File: src/rtl/fpr_pkg.sv
// shared widths, constants and register codes of the fisheye pixel remap
package fpr_pkg;

  // field widths
  localparam int CRD_W   = 12;   // source coordinate
  localparam int DIM_W   = 13;   // frame dimension, mapped coordinate
  localparam int OFF_W   = 14;   // offset from centre in half pixels, signed
  localparam int Q_W     = 28;   // squared radius in quarter pixels
  localparam int DIV_W   = 80;   // quotient of the ratio numerator by the squared radius
  localparam int SQ1_W   = DIV_W / 2;
  localparam int RATIO_W = SQ1_W / 2;  // q4.16 ratio
  localparam int SIDE_W  = 2 * OFF_W + 1;
  localparam int FRAC_W  = 16;
  localparam int PROD_W  = OFF_W + RATIO_W + 1;
  localparam int NUM_W   = PROD_W + 1;
  localparam int DST_W   = NUM_W - FRAC_W - 1;

  // 4 * 655360^4 = 10000 * 2^66
  localparam logic [DIV_W-1:0] RATIO_NUM = 80'd10000 << 66;

  localparam logic [DIM_W-1:0] DIM_RESET = 13'd512;

  // configuration register indexes
  localparam logic CFG_WIDTH  = 1'b0;
  localparam logic CFG_HEIGHT = 1'b1;

  // sideband carried along the ratio pipeline
  typedef struct packed {
    logic                    zero;
    logic signed [OFF_W-1:0] ox;
    logic signed [OFF_W-1:0] oy;
  } side_t;

endpackage

File: src/rtl/fpr_isqrt.sv
// pipelined integer square root, one result bit a stage
module fpr_isqrt import fpr_pkg::*; #(
  parameter int W = SQ1_W
) (
  input  logic             clk,
  input  logic             rst_n,
  input  logic             en,
  input  logic             in_vld,
  input  logic [W-1:0]     in_rad,
  input  side_t            in_side,
  output logic             out_vld,
  output logic [W/2-1:0]   out_root,
  output side_t            out_side
);

  localparam int R = W / 2;

  logic [W-1:0]   rad_r  [R];
  logic [R+1:0]   rem_r  [R];
  logic [R-1:0]   root_r [R];
  side_t          side_r [R];
  logic [R-1:0]   vld_r;

  genvar k;
  generate
    for (k = 0; k < R; k++) begin : g_stage
      logic [W-1:0] s_rad;
      logic [R+1:0] s_rem;
      logic [R-1:0] s_root;
      side_t        s_side;
      logic         s_vld;
      logic [R+3:0] cur;
      logic [R+3:0] trial;
      logic [R+3:0] diff;
      logic         ge;

      if (k == 0) begin : g_first
        assign s_rad  = in_rad;
        assign s_rem  = '0;
        assign s_root = '0;
        assign s_side = in_side;
        assign s_vld  = in_vld;
      end else begin : g_next
        assign s_rad  = rad_r[k-1];
        assign s_rem  = rem_r[k-1];
        assign s_root = root_r[k-1];
        assign s_side = side_r[k-1];
        assign s_vld  = vld_r[k-1];
      end

      // shift in next two radicand bits, try root*4+1
      assign cur   = {s_rem, s_rad[W-1 -: 2]};
      assign trial = {s_root, 2'b01};
      assign diff  = cur - trial;
      assign ge    = (cur >= trial);

      always_ff @(posedge clk) begin
        if (!rst_n) begin
          vld_r[k] <= 1'b0;
        end else if (en) begin
          vld_r[k] <= s_vld;
        end
      end

      always_ff @(posedge clk) begin
        if (en) begin
          rad_r[k]  <= {s_rad[W-3:0], 2'b00};
          rem_r[k]  <= ge ? diff[R+1:0] : cur[R+1:0];
          root_r[k] <= {s_root[R-2:0], ge};
          side_r[k] <= s_side;
        end
      end
    end
  endgenerate

  assign out_vld  = vld_r[R-1];
  assign out_root = root_r[R-1];
  assign out_side = side_r[R-1];

endmodule

File: config.mk
export PLATFORM = sky130hd
export DESIGN_NAME = fpr_isqrt
export DESIGN_NICKNAME = d
export VERILOG_FILES = /design/src/rtl/fpr_pkg.sv /design/src/rtl/fpr_isqrt.sv
export SDC_FILE = /design/constraint.sdc
export NUM_CORES = 2
export LEC_CHECK = 0
export BUFFER_PORTS_ARGS = -buffer_cell sky130_fd_sc_hd__buf_2
export CAP_MARGIN = 15
export CORE_MARGIN = 1
export CORE_UTILIZATION = 40
export DETAILED_ROUTE_END_ITERATION = 7
export GPL_TIMING_DRIVEN = 0
export PLACE_DENSITY = 0.56
export RECOVER_POWER = 25
export SYNTH_ARGS = -nofsm -noshare
export SYNTH_HDL_FRONTEND = slang
export SYNTH_SLANG_ARGS = --single-unit
File: constraint.sdc
create_clock -name clk -period 7.45 [get_ports clk]
set_input_delay 1.1175 -clock clk [delete_from_list [all_inputs] [get_ports clk]]
set_output_delay 1.1175 -clock clk [all_outputs]
set_load 0.05 [all_outputs]
==> impl_summary.log <==
INFO  metric io_buffer_count = 121
INFO  metric total_clock_buffers_created_by_cts = 169
INFO  metric drive_gt1_frac = 0.0956
INFO  metric power.density_cell_area = 301 mW/mm^2
INFO  metric yosys-mux-area-fraction = 0.00984
INFO  metric setup_repair_after_global_routing_missed_its_margin = false
INFO  metric top_level_ports = 123
INFO  metric yosys.area_share.simple = 0.0733
INFO  metric p_switching = 0.00523 W
INFO  metric synthArstFlopShare = 0
INFO  metric pin_count_of_the_biggest_net_entering_global_routing = 175
INFO  metric maxClockFrequency = 188 MHz
INFO  metric placed_cell_area = 0.0669 sq mm
INFO  metric final_nets = 4,713
INFO  metric dr_vias = 32.1k
INFO  metric gr-total-overflow = 0
INFO  metric h-tree-depth = 4
INFO  metric fin_setup_tns = 0 ns
INFO  metric timing.hold.worst.class = flop to flop
INFO  metric synthAdderAreaFrac = 0.0456
INFO  metric die_w = 400 um
INFO  metric final_cell_area = 0.0722 sq mm
INFO  metric clkLatencyLatePin = 0.78 ns
INFO  metric cts-resized-gates = 0
INFO  metric post-route-drc-count = 0
INFO  metric finalHoldViolations = 0
INFO  metric antenna_viol_nets_final = 0
INFO  metric postCtsSetupBuffers = 0
INFO  metric run_status = complete, no violations
INFO  metric timing_max_transition_violations_final = 0
INFO  metric grt_pass1_wl = 162 mm
INFO  metric worst_setup_hold_path_clk_slew = 0.06 ns
INFO  metric cpPeakStageDelay = 0.60 ns
INFO  metric clkSinkCount = 1,580
INFO  metric p_total = 0.0217 W
INFO  metric synthXorXnorAreaFrac = 0.0429
INFO  metric cp_max_fo = 174
INFO  metric global_route.usage.total = 0.124
INFO  metric crit_required = 7.83 ns
INFO  metric tightestPinTransition = 0.976 ns
INFO  metric cts_buffer_depth = 3
INFO  metric core.rowCount = 145
INFO  metric timing.critical_path.to_type = flop
INFO  metric coreArea = 0.157 sq mm
INFO  metric worstPathCellList = buf_12 > buf_16 > buf_16 > buf_16 > buf_16 > buf_16 > buf_16
INFO  metric drt_iter0_markers = 1,914
INFO  metric report.final.setup_viol = 0
INFO  metric dominantRegCellSynth = sky130_fd_sc_hd__edfxtp_1
INFO  metric post-route-min-period = 5.33 ns
INFO  metric syn_area_per_cell = 15.4 sq um
INFO  metric synth_seq_area_share = 0.745
INFO  metric vdd.ir_drop.worst = 0.217 mV
INFO  metric finalClockSkew = 0.0238 ns
INFO  metric initial_util = 0.405
INFO  metric cts_tree = done
INFO  metric route.detailed.vias_per_inst = 4.86
INFO  metric ff_latch_count_synth = 1,580
INFO  metric cts_root_buf = sky130_fd_sc_hd__clkbuf_16
INFO  metric total_leakage_power = 26.4 nW
INFO  metric worstSetupPathType = input port to flop
INFO  metric total_of_warnings_raised_by_yosys = 0
INFO  metric maxCapViolations = 0
INFO  metric critical_path_arrival = 5.71 ns
INFO  metric clock_power_share = 0.370
INFO  metric gp_congestion = 0.871
INFO  metric gate_count_post_synth = 4,108
INFO  metric final_routed_wirelength = 99.5 mm
INFO  metric place.detailed.hpwl = 64.8 mm
INFO  metric die_height = 400 um
INFO  metric synth_compound_gate_area_share = 0.0636
INFO  metric p_seq_frac = 0.516
INFO  metric finish.cell_count_without_fillers = 6,600
INFO  metric synth_top_family_by_area = simple AND/OR/NAND/NOR gates
INFO  metric synthDistinctLibCells = 77
INFO  metric p_int = 0.0165 W
INFO  metric dr.pass1.iters = 5
INFO  metric sw_frac_of_total = 0.241
INFO  metric route.detailed.wl_per_inst = 15.1 um
INFO  metric synth.net_count = 4,412
INFO  metric worstSetupStartpointType = input port
INFO  metric slew_headroom = 0.349
INFO  metric comb_power_share = 0.114
INFO  metric die_footprint = 0.160 sq mm
INFO  metric antenna_found_initial = 1
INFO  metric place_inst = 6,296
INFO  metric share_of_the_cycle_needed_by_the_critical_path_after_routing = 0.715
INFO  metric path_common_cell = sky130_fd_sc_hd__buf_16
INFO  metric syn-cell-area = 0.0634 sq mm
INFO  metric synth_edf_count = 1,560
INFO  metric grt_pass1_vias = 32.0k
INFO  metric critical_path.slowest_cell = sky130_fd_sc_hd__buf_16
INFO  metric area.growth.synth_to_final = 13.9%
INFO  metric holdBufCountCts = 0
==> kinds of logic (layout without fill, tap and decap cells) <==
group | count (synthesis) | after routing
AOI/OAI and AO/OA | 655 | 655
xor gates and xnor gates | 311 | 311
adders and majority gates | 231 | 231
buffers and inverters | 335 | 768
DFF | 1580 | 1580
muxes | 58 | 58
other | 1 | 2
and+or+nand+nor | 937 | 937
==> worst paths after layout <==
check                           cells past startpoint  slack (ns)                     from                       end
worst min register to register                      0        0.40  side_r[1][83]$_DFFE_PP_  side_r[1][112]$_DFFE_PP_
worst max register to register                      9        3.82   rem_r[7][14]$_DFFE_PP_    rem_r[7][34]$_DFFE_PP_
worst min-delay path                                0        0.40  side_r[1][83]$_DFFE_PP_  side_r[1][112]$_DFFE_PP_
worst max-delay path                                7        2.12                       en  side_r[4][109]$_DFFE_PP_
==> cells in the mapped netlist, drive strengths merged (13+ instances only) <==
library cell	number	share of area
edfxtp	1560	0.74
inv	288	0.017
nor2	277	0.016
ha	231	0.046
a21oi	230	0.018
nand2	200	0.012
xnor2	165	0.023
o21ai	148	0.012
xor2	146	0.020
nor3	80	0.0063
nand3	69	0.0054
nor4	61	0.0061
nand2b	48	0.0047
o21a	45	0.0053
a21o	44	0.0052
nor2b	44	0.0043
clkbuf	41	0.0024
mux2	35	0.0062
nand4	33	0.0035
a211oi	31	0.0037
or3	27	0.0027
o211ai	24	0.0028
mux2i	23	0.0036
a31oi	21	0.0021
dfxtp	20	0.0063
o31ai	20	0.0024
or4	18	0.0022
o21bai	14	0.0017
nand3b	13	0.0015
==> power by group through the flow <==
stage | Clock, W | Combinational, W | Sequential [W]
after floorplan | 0 | 0.00177 | 0.0113
after global placement | 0 | 0.00242 | 0.0118
after detailed placement | 0 | 0.00247 | 0.0114
after CTS | 0.00838 | 0.00248 | 0.0112
after global routing | 0.00872 | 0.00279 | 0.0113
final | 0.00804 | 0.00247 | 0.0112
==> per-stage QoR <==
stage	util	worst slack, ns	hold WS (ns)
CTS	0.461	1.96	0.401
detailed placement	0.427	1.11	0.405
floorplan	-	4.60	0.400
global route	0.461	1.62	0.409
finish	0.461	2.12	0.403
global placement	0.425	-19.76	0.400
==> metal layers <==
metal	routed length (um)	share of wire	vias to the layer above	track usage
met2	46800	0.47	591	0.202
met4	3540	0.036	0	0.0553
li1	-	-	16100	-
met5	0	0	-	0
met1	44900	0.45	15200	0.159
met3	4310	0.043	251	0.0262
==> state kept, by name, indices dropped and copies added, names as in the netlist <==
| signal | count |
|---|---|
| rad_r | 380 |
| out_vld | 1 |
| rem_r | 390 |
| side_r | 580 |
| g_stage.s_vld | 19 |
| root_r | 210 |
==> worst max-delay path, delay by kind of cell <==
kind,cells,cell delay [ns]
buffers and inverters,7,3.77
==> area by class of cell <==
class                   instances  area [sq um]
inverters                     289          1080
plain buffers                  46           178
repair buffers                130           868
multi-input cells            2193         14900
clock buffers                 211          4450
flip-flops and latches       1580         47200
well taps                    2058          2570
diodes                          1          2.50
clock inverters                92           905
fillers                     13800         84500
==> cells in the final DEF, fill, tap and decap left out, types with 9 or more instances in the layout <==
cell type / Yosys / final
sky130_fd_sc_hd__buf_2: 1 / 121
sky130_fd_sc_hd__nand4_1: 32 / 32
sky130_fd_sc_hd__nand2_1: 200 / 200
sky130_fd_sc_hd__clkinv_2: 0 / 26
sky130_fd_sc_hd__o211ai_1: 24 / 24
sky130_fd_sc_hd__o31ai_1: 20 / 20
sky130_fd_sc_hd__nor2b_1: 44 / 44
sky130_fd_sc_hd__nor2_1: 277 / 277
sky130_fd_sc_hd__mux2i_1: 23 / 23
sky130_fd_sc_hd__edfxtp_1: 1560 / 1560
sky130_fd_sc_hd__ha_1: 231 / 231
sky130_fd_sc_hd__and3_1: 12 / 12
sky130_fd_sc_hd__buf_16: 0 / 9
sky130_fd_sc_hd__inv_1: 287 / 287
sky130_fd_sc_hd__dfxtp_1: 20 / 20
sky130_fd_sc_hd__or2_2: 10 / 10
sky130_fd_sc_hd__or3_1: 26 / 26
sky130_fd_sc_hd__a211oi_1: 31 / 31
sky130_fd_sc_hd__xnor2_1: 165 / 165
sky130_fd_sc_hd__clkbuf_1: 41 / 80
sky130_fd_sc_hd__clkbuf_16: 0 / 172
sky130_fd_sc_hd__a21oi_1: 230 / 230
sky130_fd_sc_hd__clkinv_1: 1 / 30
sky130_fd_sc_hd__nor3b_1: 9 / 9
sky130_fd_sc_hd__a21o_1: 44 / 44
sky130_fd_sc_hd__o21bai_1: 14 / 14
sky130_fd_sc_hd__xor2_1: 146 / 146
sky130_fd_sc_hd__nand2b_1: 48 / 48
sky130_fd_sc_hd__mux2_2: 35 / 35
sky130_fd_sc_hd__o21a_1: 45 / 45
sky130_fd_sc_hd__a31oi_1: 21 / 21
sky130_fd_sc_hd__bufinv_16: 0 / 12
sky130_fd_sc_hd__or4_1: 16 / 16
sky130_fd_sc_hd__nand3_1: 69 / 69
sky130_fd_sc_hd__o21ai_0: 148 / 148
sky130_fd_sc_hd__nand3b_1: 13 / 13
sky130_fd_sc_hd__nor4_1: 60 / 60
sky130_fd_sc_hd__nor3_1: 80 / 80
Power figures use the tool's default switching activity.
